**config.mk**
```make
export PLATFORM = sky130hd
export DESIGN_NAME = lsb_stego_payload_extractor
export DESIGN_NICKNAME = d
export VERILOG_FILES = /design/src/hdl/lspe_pkg.sv /design/src/hdl/lspe_in_stage.sv /design/src/hdl/lspe_decoder.sv /design/src/hdl/lspe_out_stage.sv /design/src/hdl/lsb_stego_payload_extractor.sv
export SDC_FILE = /design/constraint.sdc
export NUM_CORES = 1
export LEC_CHECK = 0
export BUFFER_PORTS_ARGS = -buffer_cell sky130_fd_sc_hd__buf_4
export CORE_MARGIN = 3
export CORE_UTILIZATION = 25
export DETAILED_ROUTE_END_ITERATION = 10
export SLEW_MARGIN = 20
export SYNTH_ARGS = -nofsm -noshare
export SYNTH_HDL_FRONTEND = slang
export SYNTH_SLANG_ARGS = --single-unit
```
**constraint.sdc**
```tcl
create_clock -name aclk -period 5.9 [get_ports aclk]
set_input_delay 0.59 -clock aclk [delete_from_list [all_inputs] [get_ports aclk]]
set_output_delay 0.59 -clock aclk [all_outputs]
set_load 0.1 [all_outputs]
```
**src/hdl/lspe_pkg.sv**
```systemverilog
// ----------------------------------------------------------------------------
// LSB stego extractor package
// Shared types, codes and defaults.
// ----------------------------------------------------------------------------
package lspe_pkg;

    localparam int LSPE_MAGIC_BYTES_MAX = 8;
    localparam logic [7:0] LSPE_HEADER_BYTES_RST = 8'd54;
    localparam int LSPE_LEN_BYTES = 4;

    // Configuration register indexes
    localparam logic [1:0] CFG_IDX_HEADER_BYTES = 2'd0;
    localparam logic [1:0] CFG_IDX_MAGIC_LEN    = 2'd1;
    localparam logic [1:0] CFG_IDX_MAGIC_VALUE  = 2'd2;

    // Result kinds
    localparam logic [1:0] KIND_EXT      = 2'd0;
    localparam logic [1:0] KIND_PAY      = 2'd1;
    localparam logic [1:0] KIND_MISMATCH = 2'd2;
    localparam logic [1:0] KIND_EMPTY    = 2'd3;

    typedef enum logic [2:0] {
        PH_HEADER = 3'd0,
        PH_MAGIC  = 3'd1,
        PH_EXTLEN = 3'd2,
        PH_EXT    = 3'd3,
        PH_PAYLEN = 3'd4,
        PH_PAY    = 3'd5,
        PH_DONE   = 3'd6
    } phase_t;

    typedef struct packed {
        logic [7:0]  header_bytes;
        logic [3:0]  magic_len;
        logic [63:0] magic_value;
    } cfg_t;

    typedef struct packed {
        logic vld;
        logic lsb;
    } in_word_t;

    typedef struct packed {
        logic [7:0] out_byte;
        logic [1:0] out_kind;
        logic       last;
    } result_t;

endpackage

```
**src/hdl/lspe_in_stage.sv**
```systemverilog
// ----------------------------------------------------------------------------
// LSB stego extractor input stage
// Registers the carrier bit of each accepted image word.
// ----------------------------------------------------------------------------
module lspe_in_stage
    import lspe_pkg::*;
(
    input  logic       aclk,
    input  logic       aresetn,
    input  logic       s_valid,
    output logic       s_ready,
    input  logic [7:0] s_pixel_byte,
    input  logic       take,
    output in_word_t   word
);

    logic vld_reg, vld_next;
    logic lsb_reg;

    // Refill whenever empty or drained this cycle
    assign s_ready  = !vld_reg || take;
    assign vld_next = s_ready ? s_valid : vld_reg;

    always_ff @(posedge aclk) begin
        if (!aresetn) begin
            vld_reg <= 1'b0;
        end else begin
            vld_reg <= vld_next;
        end
    end

    always_ff @(posedge aclk) begin
        if (s_valid && s_ready) begin
            lsb_reg <= s_pixel_byte[0];
        end
    end

    assign word.vld = vld_reg;
    assign word.lsb = lsb_reg;

endmodule

```
**src/hdl/lspe_decoder.sv**
```systemverilog
// ----------------------------------------------------------------------------
// LSB stego extractor decoder
// Header skip, bit gathering and stream framing for one word per cycle while the output has room.
// ----------------------------------------------------------------------------
module lspe_decoder
    import lspe_pkg::*;
#(
    parameter int MAGIC_BYTES_MAX = LSPE_MAGIC_BYTES_MAX
) (
    input  logic     aclk,
    input  logic     aresetn,
    input  cfg_t     cfg,
    input  in_word_t word,
    input  logic     out_free,
    output logic     take,
    output logic     res_vld,
    output result_t  res
);

    phase_t      phase_reg, phase_next;
    logic [7:0]  header_count_reg, header_count_next;
    logic [2:0]  bit_count_reg, bit_count_next;
    logic [6:0]  bit_shift_reg, bit_shift_next;
    logic [3:0]  field_count_reg, field_count_next;
    logic [31:0] length_accum_reg, length_accum_next;
    logic [31:0] remaining_reg, remaining_next;

    logic [3:0]  magic_limit;
    phase_t      ph;
    logic        active;
    logic [7:0]  byte_w;
    logic [7:0]  expect_byte;
    logic [3:0]  fc_inc;
    logic [31:0] la_new;
    logic [31:0] rem_dec;

    assign magic_limit = (cfg.magic_len > 4'(MAGIC_BYTES_MAX)) ? 4'(MAGIC_BYTES_MAX)
                                                              : cfg.magic_len;

    always_comb begin
        phase_next        = phase_reg;
        header_count_next = header_count_reg;
        bit_count_next    = bit_count_reg;
        bit_shift_next    = bit_shift_reg;
        field_count_next  = field_count_reg;
        length_accum_next = length_accum_reg;
        remaining_next    = remaining_reg;
        res_vld           = 1'b0;
        res               = '0;
        ph                = phase_reg;
        active            = 1'b1;
        byte_w            = {bit_shift_reg, word.lsb};
        expect_byte       = '0;
        fc_inc            = '0;
        la_new            = '0;
        rem_dec           = remaining_reg - 32'd1;

        // Header end falls through into the first hidden bit
        if (phase_reg == PH_HEADER) begin
            if (header_count_reg < cfg.header_bytes) begin
                header_count_next = header_count_reg + 8'd1;
                active            = 1'b0;
            end else begin
                ph                = (magic_limit != 4'd0) ? PH_MAGIC : PH_EXTLEN;
                phase_next        = ph;
                field_count_next  = '0;
                length_accum_next = '0;
                byte_w            = {7'd0, word.lsb};
            end
        end

        fc_inc      = (ph == PH_HEADER) ? field_count_reg + 4'd1 : field_count_next + 4'd1;
        expect_byte = cfg.magic_value[8*field_count_next[2:0] +: 8];
        la_new      = length_accum_next;
        case (field_count_next[1:0])
            2'd0:    la_new[7:0]   = length_accum_next[7:0]   | byte_w;
            2'd1:    la_new[15:8]  = length_accum_next[15:8]  | byte_w;
            2'd2:    la_new[23:16] = length_accum_next[23:16] | byte_w;
            default: la_new[31:24] = length_accum_next[31:24] | byte_w;
        endcase

        if (active && ph >= PH_MAGIC && ph <= PH_PAY) begin
            if (((phase_reg == PH_HEADER) ? 3'd0 : bit_count_reg) != 3'd7) begin
                bit_count_next = ((phase_reg == PH_HEADER) ? 3'd0 : bit_count_reg) + 3'd1;
                bit_shift_next = byte_w[6:0];
            end else begin
                bit_count_next = '0;
                bit_shift_next = '0;
                case (ph)
                    PH_MAGIC: begin
                        if (byte_w != expect_byte) begin
                            phase_next = PH_DONE;
                            res_vld    = 1'b1;
                            res        = '{out_byte: 8'd0, out_kind: KIND_MISMATCH,
                                           last: 1'b1};
                        end else if (fc_inc >= magic_limit) begin
                            phase_next        = PH_EXTLEN;
                            field_count_next  = '0;
                            length_accum_next = '0;
                        end else begin
                            field_count_next = fc_inc;
                        end
                    end
                    PH_EXTLEN, PH_PAYLEN: begin
                        if (fc_inc >= 4'(LSPE_LEN_BYTES)) begin
                            remaining_next    = la_new;
                            length_accum_next = '0;
                            field_count_next  = '0;
                            if (ph == PH_EXTLEN) begin
                                phase_next = (la_new == 32'd0) ? PH_PAYLEN : PH_EXT;
                            end else if (la_new == 32'd0) begin
                                phase_next = PH_DONE;
                                res_vld    = 1'b1;
                                res        = '{out_byte: 8'd0, out_kind: KIND_EMPTY,
                                               last: 1'b1};
                            end else begin
                                phase_next = PH_PAY;
                            end
                        end else begin
                            length_accum_next = la_new;
                            field_count_next  = fc_inc;
                        end
                    end
                    PH_EXT: begin
                        remaining_next = rem_dec;
                        if (rem_dec == 32'd0) begin
                            phase_next = PH_PAYLEN;
                        end
                        res_vld = 1'b1;
                        res     = '{out_byte: byte_w, out_kind: KIND_EXT, last: 1'b0};
                    end
                    PH_PAY: begin
                        remaining_next = rem_dec;
                        if (rem_dec == 32'd0) begin
                            phase_next = PH_DONE;
                        end
                        res_vld = 1'b1;
                        res     = '{out_byte: byte_w, out_kind: KIND_PAY,
                                    last: (rem_dec == 32'd0)};
                    end
                    default: begin
                        res_vld = 1'b0;
                    end
                endcase
            end
        end
    end

    // Hold the word only when it yields a result and the output is busy
    assign take = word.vld && (!res_vld || out_free);

    always_ff @(posedge aclk) begin
        if (!aresetn) begin
            phase_reg        <= PH_HEADER;
            header_count_reg <= '0;
            bit_count_reg    <= '0;
            bit_shift_reg    <= '0;
            field_count_reg  <= '0;
            length_accum_reg <= '0;
            remaining_reg    <= '0;
        end else if (take) begin
            phase_reg        <= phase_next;
            header_count_reg <= header_count_next;
            bit_count_reg    <= bit_count_next;
            bit_shift_reg    <= bit_shift_next;
            field_count_reg  <= field_count_next;
            length_accum_reg <= length_accum_next;
            remaining_reg    <= remaining_next;
        end
    end

endmodule

```
**src/hdl/lspe_out_stage.sv**
```systemverilog
// ----------------------------------------------------------------------------
// LSB stego extractor output stage
// Result register toward the receiver.
// ----------------------------------------------------------------------------
module lspe_out_stage
    import lspe_pkg::*;
(
    input  logic       aclk,
    input  logic       aresetn,
    input  logic       load,
    input  result_t    res,
    output logic       out_free,
    output logic       m_valid,
    input  logic       m_ready,
    output logic [7:0] m_out_byte,
    output logic [1:0] m_out_kind,
    output logic       m_last
);

    logic    vld_reg, vld_next;
    result_t res_reg;

    assign out_free = !vld_reg || m_ready;
    assign vld_next = load || (vld_reg && !m_ready);

    always_ff @(posedge aclk) begin
        if (!aresetn) begin
            vld_reg <= 1'b0;
        end else begin
            vld_reg <= vld_next;
        end
    end

    always_ff @(posedge aclk) begin
        if (load) begin
            res_reg <= res;
        end
    end

    assign m_valid    = vld_reg;
    assign m_out_byte = res_reg.out_byte;
    assign m_out_kind = res_reg.out_kind;
    assign m_last     = res_reg.last;

endmodule

```
**src/hdl/lsb_stego_payload_extractor.sv**
```systemverilog
// ----------------------------------------------------------------------------
// LSB steganography payload extractor
// Recovers extension and payload bytes hidden in image byte LSBs.
// ----------------------------------------------------------------------------
// Usage:
//   s_ channel: one raw image byte per word; only bit 0 is used after the
//   header. m_ channel: one result word per recovered extension or payload
//   byte, or one status word (magic mismatch, empty payload) with m_last set.
//   cfg_ channel: register writes (0 header length, 1 magic length,
//   2 magic value); cfg_ready is always high; write only while idle.
// Timing:
//   An input word is registered in the input stage, decoded combinationally,
//   and its result is loaded into the output register, which drives m_valid.
//   One image byte is taken every cycle unless a result waits on a full
//   output register, so a hidden byte completes every eight input words.
// Reset:
//   aresetn clears all control state and restores the register defaults
//   (54 header bytes, magic check off); decoding restarts at the header.
// Stall:
//   While m_ready is low the result register holds; input words that yield
//   no result keep flowing, and the first one that would yield a result
//   waits in the input register, which drops s_ready.
// ----------------------------------------------------------------------------
module lsb_stego_payload_extractor
    import lspe_pkg::*;
#(
    parameter int MAGIC_BYTES_MAX = LSPE_MAGIC_BYTES_MAX
) (
    input  logic        aclk,
    input  logic        aresetn,
    input  logic        s_valid,
    output logic        s_ready,
    input  logic [7:0]  s_pixel_byte,
    output logic        m_valid,
    input  logic        m_ready,
    output logic [7:0]  m_out_byte,
    output logic [1:0]  m_out_kind,
    output logic        m_last,
    input  logic        cfg_valid,
    output logic        cfg_ready,
    input  logic [1:0]  cfg_index,
    input  logic [63:0] cfg_data
);

    cfg_t     cfg_reg;
    in_word_t word;
    logic     take;
    logic     res_vld;
    result_t  res;
    logic     out_free;

    // Configuration writes land at once; unknown indexes are dropped
    assign cfg_ready = 1'b1;

    always_ff @(posedge aclk) begin
        if (!aresetn) begin
            cfg_reg.header_bytes <= LSPE_HEADER_BYTES_RST;
            cfg_reg.magic_len    <= '0;
            cfg_reg.magic_value  <= '0;
        end else if (cfg_valid && cfg_ready) begin
            case (cfg_index)
                CFG_IDX_HEADER_BYTES: cfg_reg.header_bytes <= cfg_data[7:0];
                CFG_IDX_MAGIC_LEN:    cfg_reg.magic_len    <= cfg_data[3:0];
                CFG_IDX_MAGIC_VALUE:  cfg_reg.magic_value  <= cfg_data;
                default:              cfg_reg              <= cfg_reg;
            endcase
        end
    end

    // Hold the carrier bit of each accepted word
    lspe_in_stage u_in (
        .aclk         (aclk),
        .aresetn      (aresetn),
        .s_valid      (s_valid),
        .s_ready      (s_ready),
        .s_pixel_byte (s_pixel_byte),
        .take         (take),
        .word         (word)
    );

    // Skip the header, then advance the framing state by one bit per word
    lspe_decoder #(
        .MAGIC_BYTES_MAX (MAGIC_BYTES_MAX)
    ) u_dec (
        .aclk     (aclk),
        .aresetn  (aresetn),
        .cfg      (cfg_reg),
        .word     (word),
        .out_free (out_free),
        .take     (take),
        .res_vld  (res_vld),
        .res      (res)
    );

    // Register results toward the receiver
    lspe_out_stage u_out (
        .aclk       (aclk),
        .aresetn    (aresetn),
        .load       (take && res_vld),
        .res        (res),
        .out_free   (out_free),
        .m_valid    (m_valid),
        .m_ready    (m_ready),
        .m_out_byte (m_out_byte),
        .m_out_kind (m_out_kind),
        .m_last     (m_last)
    );

endmodule

```
==> metrics <==
Total GRT Usage around 14%; largest cells by area after synthesis dfxtp_1 (34%), a21oi_1 (10%), nand2_1 (7.5%), nor2_1 (4.4%), edfxtp_1 (3.6%); P_int between 2 and 2.5 mW; Worst-Margin Slew 1.08 ns; gr ovfl total 0; reg2reg setup slack 0.99 ns; I/O pin count just over 90; mapped cell area 9880 um2; Worst Hold Depth 1; flip-flop count of the largest register after layout 76; Initial Util 25.4%; routed len/inst approximately 17 um; average vias per placed instance about 5.3; max-slew violations 0; Final Hold Fails 0; synth unique cells 83; vias in the first global route about 8800; P&R area growth vs syn 17.1%; CTS tree built; CTS Buf Count 17; routability cong. between 0.9 and 1; Switch Pwr slightly below 0.7 mW; Post-CTS Hold Fix Bufs 0; met1 usage between 20% and 30%; die width 205 um; Tcrit/Tclk final between 90% and 100%; first-iteration detailed-routing DRC count approximately 880; Bufs and invs on worst path 4; post-DP HPWL about 21 mm; Leakage 4.22 nW; CTS resizes 0; most congested layer reported by global routing met2; max_cap viols 0; post-route ant nets 0; total power draw between 2 and 3 mW; CTS sink cnt ~180; EDFF count, synth 12; outcome finished clean; post-route DRC violation count 0; logic gate share of total power roughly 8.8%; R2R depth 16; Max Fclk about 190 MHz; clock network fraction of design power 44.8%; Syn Nets between 1000 and 1500; Post-synth ARST share 0%; post-synth top area cell dfxtp_1; hold endpoint u_in.lsb_reg; Yosys top cell area share about 34%; Hold WC Path Type primary input to register; Area after DPL approximately 11000 um2; Synth Register Bits between 150 and 200; RR Endpoint u_dec.length_accum_reg[27]; top_reg_cell synth dfxtp_1; fin crit period between 5 and 6 ns; sequential element share of the synthesized area a little under two fifths; number of H-tree levels 4; startpoint types register; placed insts approximately 1800; fin cells around 1800; filler instances a little over 4000; largest net degree at the start of global routing slightly above 70; DR vias 9725; share of layout cells above drive strength 1 a little over an eighth; met3 Use GR between 2 and 3%; slowest stage delay, CP between 0.5 and 0.6 ns; min-delay src s_pixel_byte[0]; Clock Skew approximately 0.012 ns; PortBufs between 80 and 90; core area roughly 39000 um2; Die H ~200 um; clock edge transition at the registers on the reported setup and hold paths roughly 0.070 ns; CTS root buf clkbuf_16; CP Class register to output pin; final setup vio count 0; Max Root-Sink Buffers 2; worst skew pair latency between 0.4 and 0.5 ns; Worst VDD drop around 0.14 mV; Crit path arrival time between 4 and 5 ns; Critical Path RT 5.31 ns; met2 usage ~22%; critical path peak fanout 8; Yosys warnings 0; die area ~42000 um2; setup TNS 0 ns; Cells after Synth around 1300; Post-Layout Inst Area between 10000 and 15000 um2; final net count about 1400; DRT Pass-1 Iters 7; Detailed Route WL between 30 and 40 mm; first-pass GRT wire length ~48 mm; row cnt slightly above 70; Slowest-stage cell, CP a21oi_1; Flop pwr share around 46%; initial antenna violation count 0; Post-CTS Setup Repair Bufs 0; Power Density 235 nW/um2; switching part of the total 25.1%; critical path, cell by cell inv_1 -> ha_1 -> a211o_1 -> a21oi_2 -> o31ai_2 -> buf_4 -> a21oi_1 -> nor3_1 -> nand4b_1 -> inv_1 -> ha_1 -> a31oi_1 -> nor2_1 -> o21ai_1 -> buf_4; CP Capture Type output pin; reg2reg start cfg_reg[73]; Worst path top cell family by delay compound AO/OA/AOI/OAI gates; smallest hold slack 0.341 ns; worst rel slew slack a little over a quarter; syn avg cell area between 7 and 8 um2; RSZ-0062 raised after global routing no
## area by class of cell
class	count	area, um2	share of cell area, %
Sequential cell	179	3700	32.0
Timing Repair Buffer	109	818	7.07
Tap cell	518	648	5.60
Inverter	30	114	0.984
Antenna cell	1	2.50	0.0216
Multi-Input combinational cell	971	5660	48.9
Clock buffer	21	493	4.26
Clock inverter	11	136	1.18
## worst max-delay path by stage
| stage | from | endpoint | slack [ns] | cells past startpoint |
|---|---|---|---|---|
| 3_3_place_gp | cfg_reg[73] | s_ready | 1.20 | 15 |
| 6_report | cfg_reg[73] | s_ready | 0.53 | 15 |
| 5_1_grt | cfg_reg[73] | s_ready | 0.39 | 15 |
| 2_1_floorplan | cfg_reg[73] | s_ready | 0.75 | 16 |
| 3_5_place_dp | cfg_reg[73] | u_dec.length_accum_reg[14] | 1.04 | 16 |
| 4_1_cts | cfg_reg[73] | s_ready | 0.62 | 15 |
## cell usage after synthesis, types with 5 or more instances
cell type and n:
mux4_2 7, o21a_1 5, inv_1 30, or4_1 9, a32o_1 16, buf_1 8
nand2_1 197, or3_1 7, a211oi_1 15, o22ai_1 12, buf_4 5, clkbuf_1 76
xnor2_1 10, nor3b_1 5, a21oi_1 207, ha_1 19, a21o_1 7, buf_2 11
o32ai_1 5, and3_1 12, nor2_1 116, edfxtp_1 12, nor4b_1 6, nand3_1 24
xor2_1 8, o211ai_1 12, and2_1 14, nor4_1 14, nor3_1 34, a31oi_1 6
nand4_1 14, mux2i_1 21, o21ai_0 64, dfxtp_1 167, nand2b_1 14, o21ai_1 5
## stage by stage
stage          setup WS, ns  util (%)
6_report              0.531      29.8
5_1_grt               0.386      29.8
4_1_cts               0.623      29.8
3_5_place_dp           1.04      28.2
3_3_place_gp           1.20      28.2
2_1_floorplan         0.745         -
## per-layer routing
layer | wire length [um] | vias to the layer above
li1 | - | 4657
met1 | 14200 | 4703
met2 | 13900 | 328
met3 | 2130 | 37
met4 | 471 | 0
met5 | 0 | -
## cell usage in the layout (no fill, tap or decap), types with 8 or more instances in the layout
cell / n
a32o_1: 16
and3_1: 12
inv_1: 29
xnor2_1: 10
dfxtp_1: 167
nand3_1: 24
nor4_1: 14
nand2b_1: 14
mux2i_1: 21
clkbuf_16: 19
a211oi_1: 15
nand4_1: 14
xor2_1: 8
nand2_1: 197
a21oi_1: 207
and2_1: 14
nor2_1: 115
o211ai_1: 12
o22ai_1: 12
or4_1: 9
nor3_1: 34
o21ai_0: 63
buf_4: 109
edfxtp_1: 12
ha_1: 19
## worst reg2reg max path: stages, from the launching register on
cell	delay (ns)
dfxtp_1	0.31
inv_1	0.06
ha_1	0.30
nand4_1	0.24
o31ai_2	0.74
nand2_1	0.17
nand2_1	0.17
inv_1	0.11
ha_1	0.34
ha_1	0.29
a21o_1	0.16
a21o_1	0.17
a21oi_1	0.49
nor2_1	0.08
a21oi_1	0.25
nand2b_1	0.69
a32o_1	0.27
## logic make-up after synthesis
group / share of synthesized area [%]
buffers and inverters: 5.50
adders and majority gates: 2.41
AOI/OAI and AO/OA: 26.3
muxes: 3.95
and+or+nand+nor: 22.7
other: 0.0380
DFF: 37.5
xor gates and xnor gates: 1.60
## power by group through the flow
stage                     combinational, mW  sequential (mW)  clock [mW]
after CTS                             0.239             1.26        1.24
after global placement                0.233             1.29           0
after floorplan                       0.159             1.28           0
after detailed placement              0.237             1.29           0
final                                 0.239             1.26        1.22
after global routing                  0.262             1.26        1.29
Power figures use the tool's default switching activity.
